<file path="src/sv/rbsi_pkg.sv">
// Shared types, constants and a helper function of the ray versus box slab tester.
package rbsi_pkg;

  // Fractional bits of every coordinate, bound and distance.
  localparam int FRAC_BITS = 16;
  localparam int COORD_W   = 32;
  // A bound minus an origin needs 33 bits, and the scaled magnitude FRAC_BITS more.
  localparam int NUM_W     = COORD_W + 1 + FRAC_BITS;
  // One quotient bit is resolved per divider step.
  localparam int DIV_STEPS = COORD_W;
  localparam int NUM_AXES  = 3;

  // Pipeline stage positions.
  localparam int ST_PREP   = 0;
  localparam int ST_DIV    = 1;
  localparam int ST_ORDER  = ST_DIV + DIV_STEPS + 1;
  localparam int ST_MERGE  = ST_ORDER + 1;
  localparam int NSTG      = ST_MERGE + 1;

  localparam int MIND_W    = 17;
  localparam int ADDR_W    = 5;
  localparam int IDX_W     = 3;

  localparam logic signed [COORD_W-1:0] T_MAX = {1'b0, {(COORD_W-1){1'b1}}};
  localparam logic signed [COORD_W-1:0] T_MIN = {1'b1, {(COORD_W-1){1'b0}}};

  localparam logic [IDX_W-1:0] REG_BOX_MIN_X = 3'd0;
  localparam logic [IDX_W-1:0] REG_BOX_MIN_Y = 3'd1;
  localparam logic [IDX_W-1:0] REG_BOX_MIN_Z = 3'd2;
  localparam logic [IDX_W-1:0] REG_BOX_MAX_X = 3'd3;
  localparam logic [IDX_W-1:0] REG_BOX_MAX_Y = 3'd4;
  localparam logic [IDX_W-1:0] REG_BOX_MAX_Z = 3'd5;
  localparam logic [IDX_W-1:0] REG_MIN_DIST  = 3'd6;

  typedef struct packed {
    logic signed [COORD_W-1:0] origin_x;
    logic signed [COORD_W-1:0] origin_y;
    logic signed [COORD_W-1:0] origin_z;
    logic signed [COORD_W-1:0] dir_x;
    logic signed [COORD_W-1:0] dir_y;
    logic signed [COORD_W-1:0] dir_z;
  } ray_t;

  typedef struct packed {
    logic                      hit;
    logic signed [COORD_W-1:0] distance;
  } res_t;

  // Applies the sign to an unsigned quotient magnitude and clamps it to 32 bits.
  function automatic logic signed [COORD_W-1:0] sat_quo(
    input logic [COORD_W-1:0] q,
    input logic               ovf,
    input logic               neg
  );
    logic signed [COORD_W-1:0] res;
    if (ovf) begin
      res = neg ? T_MIN : T_MAX;
    end else if (neg) begin
      res = (q > {1'b1, {(COORD_W-1){1'b0}}}) ? T_MIN : -$signed(q);
    end else begin
      res = q[COORD_W-1] ? T_MAX : $signed(q);
    end
    return res;
  endfunction

endpackage

</file>
<file path="src/sv/rbsi_merge.sv">
// Merging stage: intersects the three slab intervals and picks the reported distance.
module rbsi_merge import rbsi_pkg::*; (
  input  logic                              clk,
  input  logic                              en,
  input  logic [NUM_AXES-1:0][COORD_W-1:0]  slab_lo,
  input  logic [NUM_AXES-1:0][COORD_W-1:0]  slab_hi,
  input  logic [MIND_W-1:0]                 min_dist,
  output res_t                              res
);

  logic signed [COORD_W-1:0] lo;
  logic signed [COORD_W-1:0] hi;
  res_t                      res_nxt;
  res_t                      res_r;

  always_comb begin
    lo = T_MIN;
    hi = T_MAX;
    for (int i = 0; i < NUM_AXES; i++) begin
      if ($signed(slab_lo[i]) > lo) begin
        lo = $signed(slab_lo[i]);
      end
      if ($signed(slab_hi[i]) < hi) begin
        hi = $signed(slab_hi[i]);
      end
    end
    if (hi >= lo) begin
      res_nxt.hit      = 1'b1;
      res_nxt.distance = ($signed({lo[COORD_W-1], lo}) >
                          $signed({{(COORD_W+1-MIND_W){1'b0}}, min_dist})) ? lo : hi;
    end else begin
      res_nxt.hit      = 1'b0;
      res_nxt.distance = T_MAX;
    end
  end

  always_ff @(posedge clk) begin
    if (en) begin
      res_r <= res_nxt;
    end
  end

  assign res = res_r;

endmodule

</file>
<file path="config.mk">
export PLATFORM = sky130hd
export DESIGN_NAME = rbsi_merge
export DESIGN_NICKNAME = d
export VERILOG_FILES = /design/src/sv/rbsi_pkg.sv /design/src/sv/rbsi_merge.sv
export SDC_FILE = /design/constraint.sdc
export NUM_CORES = 1
export LEC_CHECK = 0
export BUFFER_PORTS_ARGS = -buffer_cell sky130_fd_sc_hd__buf_2
export CORE_AREA = 4 4 119 143
export DETAILED_ROUTE_END_ITERATION = 8
export DIE_AREA = 0 0 123 147
export PLACE_DENSITY = 0.77
export SLEW_MARGIN = 40
export SYNTH_ARGS = -nofsm -noshare
export SYNTH_HDL_FRONTEND = slang
export SYNTH_SLANG_ARGS = --single-unit
</file>
<file path="constraint.sdc">
create_clock -name clk -period 12.5 [get_ports clk]
set_clock_uncertainty 0.15 [all_clocks]
set_input_delay 0.625 -clock clk [delete_from_list [all_inputs] [get_ports clk]]
set_output_delay 0.625 -clock clk [all_outputs]
set_load 0.01 [all_outputs]
</file>
[Word level (Yosys, flattened, before mapping)]
Cells that the tools add are included.
W data, S select, Z words.
Storage, ports and cells
  register bits: 33
  input port bits: 211
  output and inout bits: 33
Cells by class
  muxes and demuxes: 8
  magnitude comparators: 8
Operator list (number)
  $mux W32: 7
  $gt A32 B32 Y1: 2
  $lt A32 B32 Y1: 2
  $mux W33: 1
  $ge A32 B32 Y1: 1
  $gt A32 B18 Y1: 1
  $gt A32 B32 Y1 const B: 1
  $lt A32 B32 Y1 const B: 1

[Logic depth before layout (Yosys ltp)]
Gate-level depths: netlist of run 1.
  depth in word-level cells: 9
  depth in mapped cells: 36
  depth with buffers taken out: 32

[Least setup slack after synthesis of run 1]
Ideal clock, no wire load.
  path kind: input to register
  start point: input port slab_lo[31] (netlist name)
  end point: register res_r (netlist bit res[0]), data pin
  stages: 32
  library setup time: 159 ps
  arrival: 7691 ps
  data required time: 12191 ps
  slack: 4500 ps
  cells stage by stage: inv_1 ha_1 nand4_1 or3_1 or3_4 nor3_4 o31ai_1 nand2_1 clkbuf_1 a21oi_1 ha_1 nand2_1 nor4_1 o221ai_1 and2_1 mux2i_1 a211oi_1 clkbuf_1 mux2i_1 inv_1 ha_1 a21o_1 a21o_1 a21oi_1 o21ai_0 a211oi_1 o22ai_1 a311oi_1 mux2i_1 nor2_1 buf_2 a22oi_1
Between the ends
  word-level cells in the longest chain between the ends: 8
  elaborated cells between the ends (all ways): 9
RTL lines
  start, declared: RTL line rbsi_merge.sv:5  | input logic [NUM_AXES-1:0][COORD_W-1:0] slab_lo,
  $gt A32 B32 Y1: RTL line rbsi_merge.sv:20  | if ($signed(slab_lo[i]) > lo) begin
  $mux W32 *: RTL line rbsi_merge.sv:20
  $gt A32 B32 Y1: RTL line rbsi_merge.sv:20
  $mux W32 *: RTL line rbsi_merge.sv:20
  $gt A32 B32 Y1: RTL line rbsi_merge.sv:20
  $mux W32 *: RTL line rbsi_merge.sv:20
  $gt A32 B18 Y1: RTL line rbsi_merge.sv:29  | res_nxt.distance = ($signed({lo[COORD_W-1], lo}) >
  $mux W32: RTL line rbsi_merge.sv:30  | $signed({{(COORD_W+1-MIND_W){1'b0}}, min_dist})) ? lo : hi;
  end signal, assigned: RTL line rbsi_merge.sv:39  | res_r <= res_nxt;
  end, declared: RTL line rbsi_merge.sv:14  | res_t res_r;
Every way passes the cells marked *; elsewhere a longest branch is shown, timed or not.
A chain may end at the register's enable or synchronous reset.

[Final worst setup path of run 1]
  start point: input port slab_lo[31] (netlist name)
  end point: register res_r (netlist bit res[14]), data pin
Same word-level chain as after synthesis.

==> results.md, run 1 <==
- H-tree depth: 2
- Fmax: 110 MHz
- First-pass GRT wire length: 36,700 um
- Starting Density: 49.3%
- Worst Tran Pin Value: 783 ps
- Crit path from: slab_lo[31]
- Area delta synth->final: 20.4%
- Max rail drop VDD: 0.0676 mV
- Most common cell after layout, fill and taps aside: buf_2
- Critical Path Most Common Cell: buf_4
- NumNets Final: 1,638
- Worst EP arrival: 8910 ps
- # rows: 50
- Synth Area per Inst: 7.46 um^2
- WL/cell: 16.0 um
- Async SR Flop Fraction: 0%
- Via Count: 8,147
- DRT Pass-1 Iters: 5
- I/O pin cnt: 244
- Placed cells: 1,452
- Post-synthesis net count: 1,416
- Post-CTS setup buffer count: 0
- Post-layout minimum cycle time: 9090 ps
- Height of the die: 147 um
- Pwr Density: 136 nW/um^2
- DP HPWL: 20,700 um
- Crit path largest cell delay: 590 ps
- Number of flip-flops in the largest register: 33
- Die area: 18,100 um^2
- Longest Clk Path Bufs: 2
- CP startpoint kind: primary input
- Fraction of layout cells with a size suffix above 1: 23.1%
- Gr ovfl total: 0
- Mapped cell area: 7680 um^2
- Worst Hold Launch: slab_lo[93]
- Antenna diodes: 0
- Die Width: 123 um
- Hold path cells: 3
- Core ar.: 15,600 um^2
- Cts hold-fix bufs: 0
- Port-buffer cells: 243
- Most common flop cell mapped by yosys: edfxtp_1
- Leakage power: 4.91 nW
- Final Max Slew Viols: 0
- Design Area, Final: 9250 um^2
- Required time of the critical path: 12,330 ps
- Hold Path Class: primary input to register
- Slew margin rel.: 47.7%
- RSZ-0062 raised after global routing: no
- Final Hold Fails: 0
- CTS tree: built
- Worst-path clk slew: 50 ps
- Most frequent cells in the layout: 243 x buf_2, 175 x ha_1, 167 x inv_1
- Synth cell types: 59
- Initial antenna violation count: 1
- Synth Register Bits: 33
- Crit Path Max Fanout: 32
- Largest net degree at the start of global routing: 63
- Area post-placement: 9090 um^2
- Slowest-stage cell, CP: nor2_1
- Critical path type: primary input to register
- GRT Total Usage: 24.9%
- Vias in the first global route: 7,806
- Starting DRT DRC Count: 416
- Final worst-path cycle share: 72.7%
- Post-synth EDFFs: 33
- Post-synthesis sequential area ratio: 12.9%
- Routed WL: 23,400 um
- Post_cts resized: 0
- TNS Setup: 0 ps
- WHS Endpoint: res[29]$_SDFFCE_PN1P_
- Routability cong.: 0.938
- Max capacitance violation total: 0
- DRC errors left: 0
- CTS Root Cell: clkbuf_16
- Post-DRT Antenna Nets: 0
- Endpoints failing setup: 0
- Crit. End Element: register
- Average vias per placed instance: 5.58
- Post-Synthesis Cells: 1,030
- Clk sinks: 33
- Finished Layout Cells: 1,461
- Inserted Clock Buffers: 5
- Outcome: completed
- Filler instances: 1,500
- Synthesis Warnings: 0
[critical path, delay by kind of cell]
kind	cells	cell delay, ps
compound gates	11	1890
fa+ha+maj	3	1000
buf+inv	7	1420
mux	2	560
simple gates	10	3370
[metrics by stage]
stage	total power [mW]	setup WS [ps]	util [%]	hold WS [ps]
floorplan	0.859	4500	-	587
global placement	1.12	3210	58.3	888
detailed placement	1.14	3200	58.4	892
CTS	1.25	3440	59.3	702
global route	1.37	2660	59.4	726
finish	1.26	3410	59.4	708
[Yosys cell counts (4+ instances only)]
| master | count | area (um^2) |
|---|---|---|
| ha_1 | 175 | 2190 |
| inv_1 | 167 | 627 |
| a21oi_1 | 118 | 591 |
| nor2_1 | 76 | 285 |
| nand2_1 | 64 | 240 |
| o21ai_0 | 53 | 265 |
| edfxtp_1 | 33 | 991 |
| nand4_1 | 32 | 200 |
| a211o_1 | 25 | 219 |
| a211oi_1 | 25 | 188 |
| clkbuf_1 | 25 | 93.8 |
| nor3_1 | 24 | 120 |
| mux2i_1 | 18 | 180 |
| mux2_2 | 17 | 191 |
| o211ai_1 | 16 | 120 |
| nor4_1 | 15 | 93.8 |
| nand3_1 | 14 | 70.1 |
| o21a_1 | 14 | 105 |
| a21o_1 | 13 | 97.6 |
| and2_1 | 12 | 75.1 |
| a2bb2oi_1 | 11 | 96.3 |
| a22oi_1 | 10 | 75.1 |
| nor2b_1 | 8 | 50.1 |
| buf_2 | 7 | 35.0 |
| a31oi_1 | 4 | 25.0 |
| o221ai_1 | 4 | 35.0 |
[final cells by class]
class | instances | area [um^2] | share of cell area [%]
Clock buffer | 6 | 129 | 1.39
Clock inverter | 2 | 10.0 | 0.108
Inverter | 168 | 631 | 6.82
Multi-Input combinational cell | 793 | 5940 | 64.3
Sequential cell | 33 | 991 | 10.7
Tap cell | 208 | 260 | 2.81
Timing Repair Buffer | 251 | 1280 | 13.9
[worst max-delay path by stage]
stage / endpoint
after floorplan: res[0]$_SDFFCE_PN1P_
after global placement: res[12]$_SDFFCE_PN1P_
after detailed placement: res[13]$_SDFFCE_PN1P_
after CTS: res[22]$_SDFFCE_PN1P_
after global routing: res[10]$_SDFFCE_PN1P_
final: res[14]$_SDFFCE_PN1P_
[where the power goes]
group          leakage [nW]  switching [mW]  total, mW  internal, mW
clock network        0.0706          0.0417      0.115        0.0729
logic                  4.51           0.534      0.914         0.380
registers             0.327          0.0201      0.230         0.210
[cell families (layout without fill, tap and decap cells)]
family                     Yosys count  in the layout  share of synthesized area (%)
DFF                                 33             33                           12.9
buffers and inverters              204            427                           10.3
adders and majority gates          175            175                           28.5
and+or+nand+nor                    266            266                           17.0
muxes                               35             35                           4.84
AOI/OAI and AO/OA                  317            317                           26.5
[per-layer routing]
metal | share of wire, % | vias to the layer above | global-route usage (%)
met3 | 7.0 | 46 | 2.23
met1 | 43 | 3588 | 31.6
met5 | 0.051 | - | 0
li1 | - | 4223 | -
met4 | 2.7 | 2 | 8.25
met2 | 48 | 288 | 43.9
(Power assumes the default switching activity.)
==> run 2: changes to the inputs <==
clock period = 8.65 ns   (was 12.5 ns; I/O delays follow)
==> run 2 against run 1 <==
  * Clock power is 40% higher
  * Non-clock buffer count rose by 13
  * Count of clock-buffer cells in the layout fell by 1
  * Final area up 1.6%
  * Sequential share of layout area down 0.17 points
  * Global-route usage up 0.15 points
  * Worst hold slack got worse by 200 ps
  * Critical path depth increased by 1
  * Sequential cell count did not move
  * Worst setup slack worse by 2700 ps
  * Critical endpoint is now res[11]$_SDFFCE_PN1P_
==> results.md, run 2 (synthesized netlist as in run 1, its figures left out) <==
- Outcome: completed
- WL/cell: 15.9 um (-0.61%)
- Port-buffer cells: 243 (unchanged)
- Hold Path Class: primary input to register
- Required time of the critical path: 8600 ps (-3730 ps)
- Core ar.: 15,600 um^2 (unchanged)
- Starting DRT DRC Count: 430 (+3.4%)
- TNS Setup: 0 ps (unchanged)
- Most common cell after layout, fill and taps aside: buf_2
- Worst Hold Launch: slab_lo[87]
- Pwr Density: 198 nW/um^2 (+45%)
- CTS tree: built
- Longest Clk Path Bufs: 2 (unchanged)
- Starting Density: 49.3% (unchanged)
- Worst Tran Pin Value: 677 ps (-106 ps)
- WHS Endpoint: res[23]$_SDFFCE_PN1P_
- Fmax: 126 MHz
- NumNets Final: 1,651 (+0.79%)
- Met1 usage: 31.7% (+0.081 points)
- H-tree depth: 2 (unchanged)
- I/O pin cnt: 244 (unchanged)
- Height of the die: 147 um (unchanged)
- Average vias per placed instance: 5.60 (+0.41%)
- First-pass GRT wire length: 37,200 um (+1.3%)
- Final Hold Fails: 0 (unchanged)
- Antenna diodes: 0 (unchanged)
- Post-layout minimum cycle time: 7950 ps
- Via Count: 8,248 (+1.2%)
- Initial antenna violation count: 2 (+1)
- Finished Layout Cells: 1,473 (+0.82%)
- CP startpoint kind: primary input
- Crit path largest cell delay: 440 ps (-150 ps)
- Sequential cell area: 991 um^2 (unchanged)
- DRT Pass-1 Iters: 5 (unchanged)
- Endpoints failing setup: 0 (unchanged)
- Area of the multi-input gates: 5940 um^2 (unchanged)
- Routability cong.: 0.900 (-4.0%)
- Final Max Slew Viols: 0 (unchanged)
- Routed WL: 23,400 um (+0.21%)
- Leakage power: 4.99 nW (+1.5%)
- Area delta synth->final: 22.3%
- Worst-path clk slew: 50 ps (about the same)
- Most frequent cells in the layout: 243 x buf_2, 175 x ha_1, 167 x inv_1
- Gr ovfl total: 0 (unchanged)
- Filler instances: 1,505 (+0.33%)
- Die area: 18,100 um^2 (unchanged)
- Fraction of layout cells with a size suffix above 1: 23.9% (+0.73 points)
- Crit. End Element: register
- Max capacitance violation total: 0 (unchanged)
- Clk sinks: 33 (unchanged)
- Hold path cells: 3 (unchanged)
- CTS Root Cell: clkbuf_16
- GRT Total Usage: 25.1% (+0.15 points)
- Slowest-stage cell, CP: or3_4
- Vias in the first global route: 7,972 (+2.1%)
- DRC errors left: 0 (unchanged)
- Inserted Clock Buffers: 5 (unchanged)
- Gr busiest metal: met2
- DP HPWL: 20,900 um (+0.68%)
- Worst EP arrival: 7900 ps (-1010 ps)
- Crit Path Max Fanout: 31 (-3.1%)
- Placed cells: 1,464 (+0.83%)
- Critical Path Most Common Cell: buf_4
- RSZ-0062 raised after global routing: no
- Die Width: 123 um (unchanged)
- Final worst-path cycle share: 91.9%
- Post-DRT Antenna Nets: 0 (unchanged)
- Slew margin rel.: 54.9% (+7.2 points)
- Number of flip-flops in the largest register: 33 (unchanged)
- Max rail drop VDD: 0.107 mV (+59%)
- # rows: 50 (unchanged)
- Met2 Usage GRT: 43.0% (-0.88 points)
- Core Util, Final: 60.3% (+0.93 points)
- Largest net degree at the start of global routing: 42 (-33%)
- Met3 Use GR: 2.70% (+0.46 points)
- Critical path type: primary input to register
-- run 2: routing by layer --
metal,wire (um),vias up
met1,9930,3679
li1,-,4230
met5,28,-
met2,11000,285
met3,1600,50
met4,826,4
-- run 2: area by class of cell --
class / count / share of cell area [%]
Multi-Input combinational cell: 793 / 63.3
Timing Repair Buffer: 264 / 15.2
Sequential cell: 33 / 10.6
Inverter: 168 / 6.71
Tap cell: 208 / 2.77
Clock buffer: 5 / 1.33
Clock inverter: 2 / 0.120
-- run 2: worst max path at each step --
stage,start,end
finish,slab_lo[31],res[11]$_SDFFCE_PN1P_
global route,slab_lo[31],res[22]$_SDFFCE_PN1P_
CTS,slab_lo[31],res[11]$_SDFFCE_PN1P_
detailed placement,slab_lo[31],res[22]$_SDFFCE_PN1P_
global placement,slab_lo[31],res[22]$_SDFFCE_PN1P_
floorplan,slab_lo[31],res[0]$_SDFFCE_PN1P_
-- run 2: report_power, final --
part	switching, mW	internal, mW	leakage, nW	total (mW)
Clock	0.0576	0.104	0.0633	0.161
Sequential	0.0301	0.304	0.327	0.334
Combinational	0.777	0.585	4.59	1.36
Total	0.865	0.992	4.99	1.86
-- run 2: critical path: cells and delay by family --
kind            cells  cell delay [ps]
mux                 2              620
fa+ha+maj           3             1030
simple gates        8             1950
compound gates     13             2500
buf+inv             8             1290
-- run 2: repair_timing --
item                                   4_1_cts  5_1_grt
gates resized for setup                      0        1
setup buffers                                0        1
setup endpoints to repair                    0       16
hold buffers                                 0        0
endpoints found under the hold margin        0        0
-- run 2: stage by stage --
stage	hold WS, ps	setup slack, ps	cell area (um^2)	total power [mW]
3_3_place_gp	696	534	9220	1.66
2_1_floorplan	395	843	7680	1.24
5_1_grt	519	79.4	9390	2.04
6_report	513	700	9390	1.86
3_5_place_dp	703	302	9220	1.69
4_1_cts	510	583	9350	1.86
